==> config.mk <==
export PLATFORM = sky130hd
export DESIGN_NAME = reed_solomon_encoder_core
export DESIGN_NICKNAME = d
export VERILOG_FILES = /design/src/rtl/rse_pkg.sv /design/src/rtl/rse_cell.sv /design/src/rtl/reed_solomon_encoder_core.sv
export SDC_FILE = /design/constraint.sdc
export NUM_CORES = 2
export LEC_CHECK = 0
export BUFFER_PORTS_ARGS = -buffer_cell sky130_fd_sc_hd__buf_2
export CAP_MARGIN = 20
export CORE_MARGIN = 2
export CORE_UTILIZATION = 35
export CTS_BUF_LIST = sky130_fd_sc_hd__clkbuf_8
export CTS_CLUSTER_DIAMETER = 120
export CTS_CLUSTER_SIZE = 16
export DETAILED_ROUTE_END_ITERATION = 10
export PLACE_DENSITY_LB_ADDON = 0.1
export SYNTH_ARGS = -nofsm -noshare
export SYNTH_HDL_FRONTEND = slang
export SYNTH_SLANG_ARGS = --single-unit
==> constraint.sdc <==
create_clock -name clk -period 5.15 [get_ports clk]
set_input_delay 0.2575 -clock clk [delete_from_list [all_inputs] [get_ports clk]]
set_output_delay 0.2575 -clock clk [all_outputs]
set_load 0.005 [all_outputs]
==> src/rtl/rse_pkg.sv <==
package rse_pkg;

  // configuration port
  localparam int CFG_DATA_W = 9;
  localparam int CFG_IDX_W  = 2;

  localparam logic [CFG_IDX_W-1:0] REG_FIELD_POLY  = 2'd0;
  localparam logic [CFG_IDX_W-1:0] REG_CORRECT_CNT = 2'd1;
  localparam logic [CFG_IDX_W-1:0] REG_ENCODE_FORM = 2'd2;

  localparam logic [8:0] FIELD_POLY_RST  = 9'd285;
  localparam logic [3:0] CORRECT_CNT_RST = 4'd8;
  localparam logic       ENCODE_FORM_RST = 1'b0;

  // encode_form values
  localparam logic FORM_SYSTEMATIC = 1'b0;
  localparam logic FORM_PRODUCT    = 1'b1;

  // the operation that every cell of the chain performs
  typedef enum logic [1:0] {
    CELL_HOLD,
    CELL_CLEAR,
    CELL_GEN,
    CELL_ENC
  } cell_op_t;

  typedef enum logic [1:0] {
    ST_BUILD,
    ST_RUN,
    ST_FLUSH
  } state_t;

endpackage

==> src/rtl/rse_cell.sv <==
module rse_cell
  import rse_pkg::*;
#(
  parameter int SYMBOL_BITS = 8
) (
  input  logic                   clk,
  input  logic                   rst_n,
  input  cell_op_t               op,
  input  logic [SYMBOL_BITS-1:0] taps,
  input  logic [SYMBOL_BITS-1:0] mul_in,
  input  logic [SYMBOL_BITS-1:0] s_in,
  input  logic [SYMBOL_BITS-1:0] g_in,
  output logic [SYMBOL_BITS-1:0] s_out,
  output logic [SYMBOL_BITS-1:0] g_out
);

  function automatic logic [SYMBOL_BITS-1:0] gf_mul(
    input logic [SYMBOL_BITS-1:0] a,
    input logic [SYMBOL_BITS-1:0] b,
    input logic [SYMBOL_BITS-1:0] t
  );
    logic [SYMBOL_BITS-1:0] acc;
    logic [SYMBOL_BITS-1:0] sh;
    acc = '0;
    sh  = a;
    for (int i = 0; i < SYMBOL_BITS; i++) begin
      if (b[i]) begin
        acc = acc ^ sh;
      end
      if (sh[SYMBOL_BITS-1]) begin
        sh = {sh[SYMBOL_BITS-2:0], 1'b0} ^ t;
      end else begin
        sh = {sh[SYMBOL_BITS-2:0], 1'b0};
      end
    end
    return acc;
  endfunction

  logic [SYMBOL_BITS-1:0] s_r, s_nxt;
  logic [SYMBOL_BITS-1:0] g_r, g_nxt;
  logic [SYMBOL_BITS-1:0] mul_b;
  logic [SYMBOL_BITS-1:0] prod;

  // one shared multiplier: root times upper coefficient, or the chain input times own coefficient
  assign mul_b = (op == CELL_GEN) ? g_in : g_r;
  assign prod  = gf_mul(mul_in, mul_b, taps);

  always_comb begin
    s_nxt = s_r;
    g_nxt = g_r;
    case (op)
      CELL_HOLD: begin
      end
      CELL_CLEAR: begin
        s_nxt = '0;
        g_nxt = '0;
      end
      CELL_GEN: begin
        g_nxt = g_r ^ prod;
      end
      CELL_ENC: begin
        s_nxt = s_in ^ prod;
      end
      default: begin
      end
    endcase
  end

  always_ff @(posedge clk) begin
    if (!rst_n) begin
      s_r <= '0;
      g_r <= '0;
    end else begin
      s_r <= s_nxt;
      g_r <= g_nxt;
    end
  end

  assign s_out = s_r;
  assign g_out = g_r;

endmodule

==> src/rtl/reed_solomon_encoder_core.sv <==
// channel  direction  handshake             payload
// in_      input      in_valid / in_ready   in_message_symbol
// out_     output     out_valid / out_ready out_code_symbol, out_is_parity, out_block_end
// cfg_     input      cfg_we                cfg_index, cfg_wdata
//
// one item per cycle unless stalled; each is answered in the next cycle by the output register
// the last message item of a block is followed by a flush of 2t parity items, with no input taken
// the generator is built one root per cycle in the cell chain after reset and after
//   every valid configuration write, no input taken meanwhile
// synchronous active-low reset; a valid configuration write clears the cells and aborts the block
// a stall on out_ready holds the output register and blocks the input in the same cycle
module reed_solomon_encoder_core
  import rse_pkg::*;
#(
  parameter int SYMBOL_BITS = 8,
  parameter int MAX_T       = 8
) (
  input  logic                   clk,
  input  logic                   rst_n,
  input  logic                   in_valid,
  output logic                   in_ready,
  input  logic [SYMBOL_BITS-1:0] in_message_symbol,
  output logic                   out_valid,
  input  logic                   out_ready,
  output logic [SYMBOL_BITS-1:0] out_code_symbol,
  output logic                   out_is_parity,
  output logic                   out_block_end,
  input  logic                   cfg_we,
  input  logic [CFG_IDX_W-1:0]   cfg_index,
  input  logic [CFG_DATA_W-1:0]  cfg_wdata
);

  localparam int CODE_LEN = (1 << SYMBOL_BITS) - 1;
  localparam int T_CAP    = (MAX_T < (CODE_LEN - 1) / 2) ? MAX_T : (CODE_LEN - 1) / 2;
  localparam int NCELL    = 2 * MAX_T;
  localparam int P_W      = $clog2(2 * T_CAP + 1);

  localparam logic [SYMBOL_BITS-1:0] ALPHA = SYMBOL_BITS'(2);
  localparam logic [SYMBOL_BITS-1:0] ONE   = SYMBOL_BITS'(1);

  // configuration registers
  logic [8:0] field_poly_r;
  logic [3:0] correct_cnt_r;
  logic       encode_form_r;
  logic       cfg_hit;

  // control
  state_t                 state_r, state_nxt;
  logic [P_W-1:0]         step_cnt_r, step_cnt_nxt;
  logic [SYMBOL_BITS-1:0] root_r, root_nxt;
  logic [SYMBOL_BITS-1:0] sym_cnt_r, sym_cnt_nxt;

  // output register
  logic                   out_valid_r, out_valid_nxt;
  logic [SYMBOL_BITS-1:0] out_sym_r;
  logic                   out_par_r;
  logic                   out_end_r;
  logic                   out_load;
  logic [SYMBOL_BITS-1:0] out_sym_d;
  logic                   out_par_d;
  logic                   out_end_d;
  logic                   out_free;

  // derived block geometry
  logic [P_W-1:0]           par_cnt;
  logic [P_W-1:0]           par_last;
  logic [SYMBOL_BITS-1:0]   msg_len;
  logic                     msg_last;
  logic [SYMBOL_BITS+8:0]   poly_wide;
  logic [SYMBOL_BITS-1:0]   taps;
  logic [SYMBOL_BITS:0]     root_sh;
  logic [SYMBOL_BITS-1:0]   root_times_x;

  // cell chain
  cell_op_t               cell_op;
  logic [SYMBOL_BITS-1:0] mul_in;
  logic [SYMBOL_BITS-1:0] s_w [NCELL];
  logic [SYMBOL_BITS-1:0] g_w [NCELL];
  logic [SYMBOL_BITS-1:0] s_top;
  logic                   in_ready_c;
  logic                   in_fire;

  assign cfg_hit = cfg_we && ((cfg_index == REG_FIELD_POLY) || (cfg_index == REG_CORRECT_CNT)
                              || (cfg_index == REG_ENCODE_FORM));

  // reduction taps: low symbol bits of the field polynomial, zero above bit 8
  assign poly_wide = {{SYMBOL_BITS{1'b0}}, field_poly_r};
  assign taps      = poly_wide[SYMBOL_BITS-1:0];

  // parity count 2t with t clamped into its legal range
  always_comb begin
    if (correct_cnt_r == 4'd0) begin
      par_cnt = P_W'(2);
    end else if (int'(correct_cnt_r) > T_CAP) begin
      par_cnt = P_W'(2 * T_CAP);
    end else begin
      par_cnt = P_W'({correct_cnt_r, 1'b0});
    end
  end

  assign par_last = par_cnt - 1'b1;
  assign msg_len  = SYMBOL_BITS'(CODE_LEN) - SYMBOL_BITS'(par_cnt);
  assign msg_last = ({1'b0, sym_cnt_r} + 1'b1) >= {1'b0, msg_len};

  // next root of the generator: multiply by alpha = x
  assign root_sh      = {root_r, 1'b0};
  assign root_times_x = root_sh[SYMBOL_BITS] ? (root_sh[SYMBOL_BITS-1:0] ^ taps)
                                             : root_sh[SYMBOL_BITS-1:0];

  // coefficients sit right-aligned at the top of the chain, so the top cell is always the tap
  assign s_top    = s_w[NCELL-1];
  assign out_free = !out_valid_r || out_ready;
  assign in_fire  = in_valid && in_ready_c;

  for (genvar c = 0; c < NCELL; c++) begin : g_cell
    logic [SYMBOL_BITS-1:0] s_from_below;
    logic [SYMBOL_BITS-1:0] g_from_above;

    if (c == 0) begin : g_bottom
      assign s_from_below = '0;
    end else begin : g_mid_lo
      assign s_from_below = s_w[c-1];
    end

    // the leading coefficient of the monic generator stands virtually above the top cell
    if (c == NCELL - 1) begin : g_top
      assign g_from_above = ONE;
    end else begin : g_mid_hi
      assign g_from_above = g_w[c+1];
    end

    rse_cell #(
      .SYMBOL_BITS(SYMBOL_BITS)
    ) u_cell (
      .clk   (clk),
      .rst_n (rst_n),
      .op    (cell_op),
      .taps  (taps),
      .mul_in(mul_in),
      .s_in  (s_from_below),
      .g_in  (g_from_above),
      .s_out (s_w[c]),
      .g_out (g_w[c])
    );
  end

  // next state
  always_comb begin
    state_nxt = state_r;
    case (state_r)
      ST_BUILD: begin
        if (step_cnt_r == par_last) begin
          state_nxt = ST_RUN;
        end
      end
      ST_RUN: begin
        if (in_fire && msg_last) begin
          state_nxt = ST_FLUSH;
        end
      end
      ST_FLUSH: begin
        if (out_free && (step_cnt_r == par_last)) begin
          state_nxt = ST_RUN;
        end
      end
      default: begin
        state_nxt = ST_BUILD;
      end
    endcase
    if (cfg_hit) begin
      state_nxt = ST_BUILD;
    end
  end

  // outputs of the sequencer
  always_comb begin
    cell_op      = CELL_HOLD;
    mul_in       = root_r;
    in_ready_c   = 1'b0;
    out_load     = 1'b0;
    out_sym_d    = s_top;
    out_par_d    = 1'b0;
    out_end_d    = 1'b0;
    step_cnt_nxt = step_cnt_r;
    root_nxt     = root_r;
    sym_cnt_nxt  = sym_cnt_r;
    if (cfg_hit) begin
      // abort the block, rebuild the generator from scratch
      cell_op      = CELL_CLEAR;
      step_cnt_nxt = '0;
      root_nxt     = ALPHA;
      sym_cnt_nxt  = '0;
    end else begin
      case (state_r)
        ST_BUILD: begin
          // multiply the partial generator by (x + root)
          cell_op      = CELL_GEN;
          mul_in       = root_r;
          root_nxt     = root_times_x;
          step_cnt_nxt = (step_cnt_r == par_last) ? '0 : step_cnt_r + 1'b1;
        end
        ST_RUN: begin
          in_ready_c = out_free;
          if (in_valid && out_free) begin
            cell_op  = CELL_ENC;
            out_load = 1'b1;
            if (encode_form_r == FORM_SYSTEMATIC) begin
              // division lfsr: echo the symbol, feed back through the top cell
              mul_in    = in_message_symbol ^ s_top;
              out_sym_d = in_message_symbol;
            end else begin
              // transposed fir: the chain accumulates the product
              mul_in    = in_message_symbol;
              out_sym_d = in_message_symbol ^ s_top;
            end
            sym_cnt_nxt  = msg_last ? '0 : sym_cnt_r + 1'b1;
            step_cnt_nxt = '0;
          end
        end
        ST_FLUSH: begin
          // zero feedback: the chain shifts its contents out of the top cell
          if (out_free) begin
            cell_op      = CELL_ENC;
            mul_in       = '0;
            out_load     = 1'b1;
            out_sym_d    = s_top;
            out_par_d    = 1'b1;
            out_end_d    = (step_cnt_r == par_last);
            step_cnt_nxt = (step_cnt_r == par_last) ? '0 : step_cnt_r + 1'b1;
          end
        end
        default: begin
        end
      endcase
    end
  end

  assign out_valid_nxt = out_load || (out_valid_r && !out_ready);

  always_ff @(posedge clk) begin
    if (!rst_n) begin
      field_poly_r  <= FIELD_POLY_RST;
      correct_cnt_r <= CORRECT_CNT_RST;
      encode_form_r <= ENCODE_FORM_RST;
      state_r       <= ST_BUILD;
      step_cnt_r    <= '0;
      root_r        <= ALPHA;
      sym_cnt_r     <= '0;
      out_valid_r   <= 1'b0;
    end else begin
      if (cfg_we) begin
        case (cfg_index)
          REG_FIELD_POLY: begin
            field_poly_r <= cfg_wdata[8:0];
          end
          REG_CORRECT_CNT: begin
            correct_cnt_r <= cfg_wdata[3:0];
          end
          REG_ENCODE_FORM: begin
            encode_form_r <= cfg_wdata[0];
          end
          default: begin
          end
        endcase
      end
      state_r     <= state_nxt;
      step_cnt_r  <= step_cnt_nxt;
      root_r      <= root_nxt;
      sym_cnt_r   <= sym_cnt_nxt;
      out_valid_r <= out_valid_nxt;
    end
  end

  // output payload, loaded only with a new item
  always_ff @(posedge clk) begin
    if (out_load) begin
      out_sym_r <= out_sym_d;
      out_par_r <= out_par_d;
      out_end_r <= out_end_d;
    end
  end

  assign in_ready        = in_ready_c;
  assign out_valid       = out_valid_r;
  assign out_code_symbol = out_sym_r;
  assign out_is_parity   = out_par_r;
  assign out_block_end   = out_end_r;

`ifndef SYNTH
  // no message item may slip in while parity is being flushed
  a_no_input_in_flush: assert property (@(posedge clk) disable iff (!rst_n)
    (state_r == ST_FLUSH) |-> !in_ready)
    else $error("input accepted during flush");

  // a full flush leaves the chain empty for the next block
  a_chain_empty_after_flush: assert property (@(posedge clk) disable iff (!rst_n)
    ((state_r == ST_RUN) && ($past(state_r) == ST_FLUSH)) |-> (s_top == '0))
    else $error("cell chain not empty after flush");

  // the output register is never overwritten while its item waits
  a_no_overwrite: assert property (@(posedge clk) disable iff (!rst_n)
    out_load |-> (!out_valid_r || out_ready))
    else $error("output item overwritten");

  // the message counter never passes the block length
  a_count_in_block: assert property (@(posedge clk) disable iff (!rst_n)
    (state_r == ST_RUN) |-> (sym_cnt_r < msg_len))
    else $error("message count beyond block length");
`endif

endmodule

; Word level (Yosys, flattened, before mapping)
; Index checks and enable logic that the tools add are counted.
[word_totals]
inputBits = 24
elab_cells = 459
out_inout_bits = 12
regBits = 303
[op_classes]
eq_ne = 13
mux = 214
bitwise_logic = 155
n_lt_le_gt_ge = 2
add_sub_neg = 5
n_reduce_logical = 27
[ops]
columns = operator, n
row1 = two-way mux 8 bit, 161
row2 = bitwise XOR 8 bit, 152
row3 = case mux 8 bit (2 select lines), 33
row4 = two-way mux 5 bit, 5
row5 = case mux 5 bit (3 select lines), 1
row6 = two-way mux 2 bit, 6
row7 = case mux 2 bit (3 select lines), 2
row8 = "inequality test 2 bit, second input constant", 5
row9 = "adder 8 x 1 -> 9 bit, second input constant", 1
row10 = greater-or-equal comparator 9 x 8 -> 1 bit, 1
row11 = "adder 8 x 1 -> 8 bit, second input constant", 1
row12 = "== test 2 bit, second input constant", 4
row13 = AND reduction 2 bit, 4
row14 = "subtractor 1 x 6 -> 7 bit, first input constant", 1
row15 = "== test 2 x 1 -> 1 bit, second input constant", 3
row16 = logical AND 1 bit, 6
row17 = AND reduction 3 bit, 2
row18 = "adder 5 x 1 -> 5 bit, second input constant", 1
row19 = == test 5 bit, 1
row20 = two-way mux 1 bit, 5
row21 = "subtractor 5 x 1 -> 5 bit, second input constant", 1
row22 = "> comparator 4 bit, second input constant", 1
row23 = logical NOT 2 bit, 2
row24 = logical NOT 4 bit, 1
row25 = other kinds (8), 16

; Depth between registers and ports, before layout
[logic_depth]
word_depth = 25
depth_mapped = 25
mapped_depth_nobuf = 19

; Hierarchy
; From an unflattened synthesis, not the netlist that was laid out.
[unflattened]
hier_cells = 7953
hier_area_um2 = 60935.9
[modules_own_cells]
columns = module, instances, cells_per_inst, area_per_inst_um2, seq_area_each_um2
row1 = rse_cell, 16, 476, 3629.7, 320.3
row2 = reed_solomon_encoder_core, 1, 337, 2860.2, 1041.0

; Worst setup path before layout
; Ideal clock, no wire load.
[synth_timing]
path_type = reg2reg
start = reg state_r[1]
end = reg g_cell[10].u_cell.g_r[2]
arrival_ns = 5.497
period_less_slack_ns = 5.568
t_required_ns = 5.080
n_path_buf = 7
setup_time_ns = 0.070
stages_incl_launch_ff = 21
slack_ns = -0.418
cell_sequence = dfxtp_1 -> inv_1 -> ha_1 -> and2_1 -> o21ai_0 -> nor2_1 -> nor2_1 -> ha_1 -> clkbuf_1 -> clkbuf_1 -> buf_1 -> buf_1 -> buf_1 -> clkbuf_1 -> clkbuf_1 -> mux2_2 -> o21ai_0 -> xnor2_1 -> xnor2_1 -> or3_1 -> a21oi_1
[synth_via]
elab_chain_len = 22
elab_cells_between_ends = 42
classes_between = eq/ne (4) / mux (21) / bitwise (15) / reduce/logical (2)
[synth_rtl]
columns = element, line
row1 = "start, declared", reed_solomon_encoder_core.sv:48  ; state_t state_r, state_nxt;
row2 = "start signal, assigned", reed_solomon_encoder_core.sv:266  ; state_r <= state_nxt;
row3 = "== test 2 bit, or another cell as far along", reed_solomon_encoder_core.sv:194  ; case (state_r)
row4 = case mux 2 bit (3 select lines), reed_solomon_encoder_core.sv:194
row5 = two-way mux 2 bit, reed_solomon_encoder_core.sv:187  ; if (cfg_hit) begin
row6 = == test 2 bit, "rse_cell.sv:45, rse_cell.sv:51"
row7 = two-way mux 8 bit, rse_cell.sv:45  ; assign mul_b = (op == CELL_GEN) ? g_in : g_r;
row8 = two-way mux 8 bit, rse_cell.sv:27  ; if (b[i]) begin
row9 = bitwise XOR 8 bit, rse_cell.sv:28  ; acc = acc ^ sh;
row10 = two-way mux 8 bit, rse_cell.sv:27
row11 = [6 not listed], n/a
row12 = bitwise XOR 8 bit, rse_cell.sv:28
row13 = two-way mux 8 bit, rse_cell.sv:27
row14 = bitwise XOR 8 bit, rse_cell.sv:28
row15 = two-way mux 8 bit, rse_cell.sv:27
row16 = bitwise XOR 8 bit, rse_cell.sv:28
row17 = two-way mux 8 bit, rse_cell.sv:27
row18 = bitwise XOR 8 bit, rse_cell.sv:59  ; g_nxt = g_r ^ prod;
row19 = case mux 8 bit (2 select lines), rse_cell.sv:51  ; case (op)
row20 = "end signal, assigned", rse_cell.sv:75  ; g_r <= g_nxt;
row21 = "end, declared", rse_cell.sv:40  ; logic [SYMBOL_BITS-1:0] g_r, g_nxt;
; Several ways; a longest one is shown, not always the timed one.
; A chain may end at the register's enable or synchronous reset.

; Worst setup path in the final report
[layout_timing]
start = reg state_r[1]
end = reg g_cell[2].u_cell.g_r[4]
[layout_via]
elab_chain_len = 22
elab_cells_between_ends = 42
classes_between = eq/ne (4) / mux (21) / bitwise (15) / reduce/logical (2)
[layout_rtl]
columns = element, line
row1 = "== test 2 bit, or another cell as far along", reed_solomon_encoder_core.sv:194
row2 = case mux 2 bit (3 select lines), reed_solomon_encoder_core.sv:194
row3 = two-way mux 2 bit, reed_solomon_encoder_core.sv:187
row4 = == test 2 bit, "rse_cell.sv:45, rse_cell.sv:51"
row5 = two-way mux 8 bit, rse_cell.sv:45
row6 = two-way mux 8 bit, rse_cell.sv:27
row7 = bitwise XOR 8 bit, rse_cell.sv:28
row8 = two-way mux 8 bit, rse_cell.sv:27
row9 = [6 not listed], n/a
row10 = bitwise XOR 8 bit, rse_cell.sv:28
row11 = two-way mux 8 bit, rse_cell.sv:27
row12 = bitwise XOR 8 bit, rse_cell.sv:28
row13 = two-way mux 8 bit, rse_cell.sv:27
row14 = bitwise XOR 8 bit, rse_cell.sv:28
row15 = two-way mux 8 bit, rse_cell.sv:27
row16 = bitwise XOR 8 bit, rse_cell.sv:59
row17 = case mux 8 bit (2 select lines), rse_cell.sv:51
row18 = "end signal, assigned", rse_cell.sv:75
row19 = "end, declared", rse_cell.sv:40
; Several ways; a longest one is shown, not always the timed one.

==> out/qor.yml <==
logic_synthesis:
  syn_area_per_cell_um2: 7.420
  ys_dominant_reg_cell: "dfxtp_1"
  synth_top_area_frac: 0.2524
  synth_cell_types: 97
  synth_top_area_cell: "xnor2_1"
  syn-cell-area_um2: 30610
  synth-edff-count: 10
  synth_cells: 4125
  ys_ff_latch: 303
  async_flop_share: 0
  synth_seq_area_share: 0.2014
  yosys-top-cells-area: "xnor2_1 (25%), dfxtp_1 (19%), nor2_1 (10%)"
  synth_nets: 4164
  ys_warn_count: 0
global_routing:
  grt_max_degree: 96
  grt_pass1_vias: 30360
  grt_usage: 0.3099
  grt_pass1_wl_mm: 207.2
  grt-ovfl-total: 0
  antenna_found_initial: 7
floorplan:
  floorplan.initialDensity: 0.3528
  coreArea_um2: 86750
  die_x_um: 299.7
  die-area_um2: 89830
  die_y_um: 299.7
  fp-row-count: 108
  ios: 36
clocking:
  clock_path_buffers: 3
  cts_tree: "yes"
  cts_sinks: 303
  path_clk_slew_ns: 0.10
  worstSkewPairLatency_ns: 0.72
  cts_buffers: 25
  cts-root-buf: "clkbuf_8"
  htree_num_levels: 1
finish:
  drive_gt1_frac: 0.2834
  seq_area_um2: 6171
  final_nets: 4626
  finalCoreUtilization: 0.4790
  syn2layout_area_growth_pct: 35.78
  multiInputGateArea_um2: 26830
  fillerInstances: 8572
setup_path:
  slowest_delay_ns: 0.48
  cp_slowest_cell: "or4_4"
  critical_path_class: "reg2reg"
  cp_cell_sequence: "inv_4 > ha_4 > and2_4 > and4_4 > a211o_4 > a2111oi_4 > and4b_2 > o22a_4 > a32o_2 > buf_6 > o221a_4 > buf_6 > nor2_4 > buf_6 > a211oi_4 > or4_4 > a211oi_4 > buf_6 > buf_12 > nor3_4 > xnor3_1 > or3_1 > a21oi_2"
  startpoint_type: "flip-flop"
  worstPathArrival_ns: 6.01
  worstPathRequired_ns: 5.75
  crit_family: "compound AO/OA/AOI/OAI gates"
  crit_buf_inv: 6
  cp-end-kind: "flip-flop"
  critPathMaxFanout: 7
  crit_top_cell: "buf_6"
status:
  violations: "negative setup slack"
  status: "finished with violations"
route:
  wl_per_cell_um: 25.21
  drc: 0
  via_count: 32040
  avgViaCountPerCell: 5.569
  drt_iter0_drc: 3301
  drtAntennaViolNets: 0
  first_pass_iters: 6
  wirelength_mm: 145.0
timing:
  setup_viol: 169
  setup_ws_ns: -0.2545
  period_minus_slack_ns: 5.405
  fin_skew_ns: 0.06218
  fin_crit_sh: 1.049
  relSlewSlack: 0.2589
  drv_slew: 0
  worst_pin_slew_ns: 1.107
  rsz0062_at_grt: "true"
  hold_viol_final: 0
  max_clock_freq_mhz: 185.0
pwr:
  vdd_drop_max_mv: 0.1935
  leakage_nw: 13.63
  power_density_nw_per_um2: 131.1
placement:
  pre_cts_ws_ns: -0.5127
  hpwlAfterDp_mm: 102.0
  gp_congestion: 0.9753
  place.port_buffers: 34
worst_hold_path:
  min_path_type: "in2reg"
run:
  drv_cap: 0
[routing by layer]
layer / GRT usage / up-vias / share of wire
met5: 0 / - / 0.000083
met4: 0.1265 / 2 / 0.048
met3: 0.03851 / 331 / 0.079
met2: 0.4862 / 1393 / 0.44
met1: 0.4298 / 15400 / 0.44
li1: - / 14910 / -
[stage by stage]
step	setup TNS (ns)	hold slack, ns	area [um2]	cells	power (mW)
after global routing	-48.08	0.04884	41560	5751	5.578
final	-13.70	0.04569	41560	5752	5.448
after CTS	-6.778	0.0002810	38960	5690	5.302
after global placement	-58.54	0.4571	36070	5585	3.587
after detailed placement	-72.72	0.4641	36080	5586	3.588
after floorplan	-0.1881	0.3826	30690	4125	2.945
[flip-flops by register name, indices dropped and copies added, names as in the netlist, 2 cells and up]
signal and flops:
correct_cnt_r 4, field_poly_r 8, g_cell.u_cell.g_out 128, g_cell.u_cell.s_out 128
out_code_symbol 8, root_r 8, state_r 2, step_cnt_r 5
sym_cnt_r 8
[layout make-up]
| type | instances | share of cell area |
|---|---|---|
| sequential | 303 | 0.1485 |
| clock inverter | 8 | 0.002318 |
| inverter | 31 | 0.002920 |
| multi-input combinational | 3523 | 0.6457 |
| tap | 1155 | 0.03477 |
| timing repair buffer | 703 | 0.1568 |
| antenna | 2 | 0.0001204 |
| clock buffer | 27 | 0.008942 |
[repair_timing]
action / in CTS / in global routing
hold endpoints to repair: 21 / 0
gates resized for setup: 337 / 381
setup endpoints to repair: 255 / 256
gates cloned: 4 / 6
hold buffers: 17 / 0
pin swaps: 139 / 215
setup buffers: 50 / 60
[cells in the final DEF, fill, tap and decap left out, drive strengths merged, types with 9 or more instances in the layout]
master       count
nand4            9
edfxtp          10
buf            680
or3            112
dfxtp          293
dlygate4sd3     17
xnor3           20
a21o             9
o21a            15
a31oi           11
xor2            98
xnor2          892
nor3b           10
inv             31
clkbuf          33
o211ai          21
o21ai          239
and3            14
nor2b           29
a211oi          62
or3b            14
or4             10
nor3           116
nand3           47
mux2i          160
a31o            20
nand2b          28
mux2            32
nor4            18
ha              15
a21oi          271
nand2          215
nor2           841
a22o            69
[cells in the mapped netlist (8+ instances only)]
cell	number
a211oi_1	56
a21o_1	9
a21oi_1	270
a22o_1	69
a31o_2	20
a31oi_1	11
and3_1	14
buf_1	24
buf_2	28
buf_4	8
clkbuf_1	204
dfxtp_1	293
edfxtp_1	10
ha_1	15
inv_1	28
mux2_2	32
mux2i_1	159
nand2_1	214
nand2b_1	28
nand3_1	47
nand4_1	9
nor2_1	840
nor2b_1	29
nor3_1	106
nor3_2	10
nor3b_1	10
nor4_1	18
o211ai_1	20
o21a_1	15
o21ai_0	224
o21ai_1	14
or2_2	8
or3_1	111
or3b_2	14
or4_1	9
xnor2_1	882
xnor2_2	10
xnor3_1	20
xor2_1	98
[kinds of logic after synthesis]
logic type	synth area share
AOI/OAI and AO/OA	0.1681
xor gates and xnor gates	0.3020
and+or+nand+nor	0.2181
muxes	0.06451
DFF	0.2014
adders and majority gates	0.006132
buffers and inverters	0.03977
[path summary, 6_finish.rpt]
path                            cells past startpoint                         to  slack, ns                       from
worst max register to register                     23  g_cell[2].u_cell.g_out[4]      -0.25                 state_r[1]
worst min register to register                      2  g_cell[4].u_cell.s_out[5]       0.47  g_cell[4].u_cell.s_out[5]
worst min-delay path                                3         out_code_symbol[3]       0.05       in_message_symbol[3]
worst max-delay path                               23  g_cell[2].u_cell.g_out[4]      -0.25                 state_r[1]
[power by group]
part | internal, mW | switching, mW | total [mW] | leakage [nW]
logic | 0.524 | 0.998 | 1.52 | 11.0
registers | 2.36 | 0.0139 | 2.38 | 2.44
clock network | 0.543 | 1.01 | 1.55 | 0.241
total | 3.43 | 2.02 | 5.45 | 13.6
[tightest hold or removal path, cell delays in order]
cell and delay [ns]:
buf_2 0.14, a21oi_1 0.13, a21oi_1 0.07
Power figures use the tool's default switching activity.
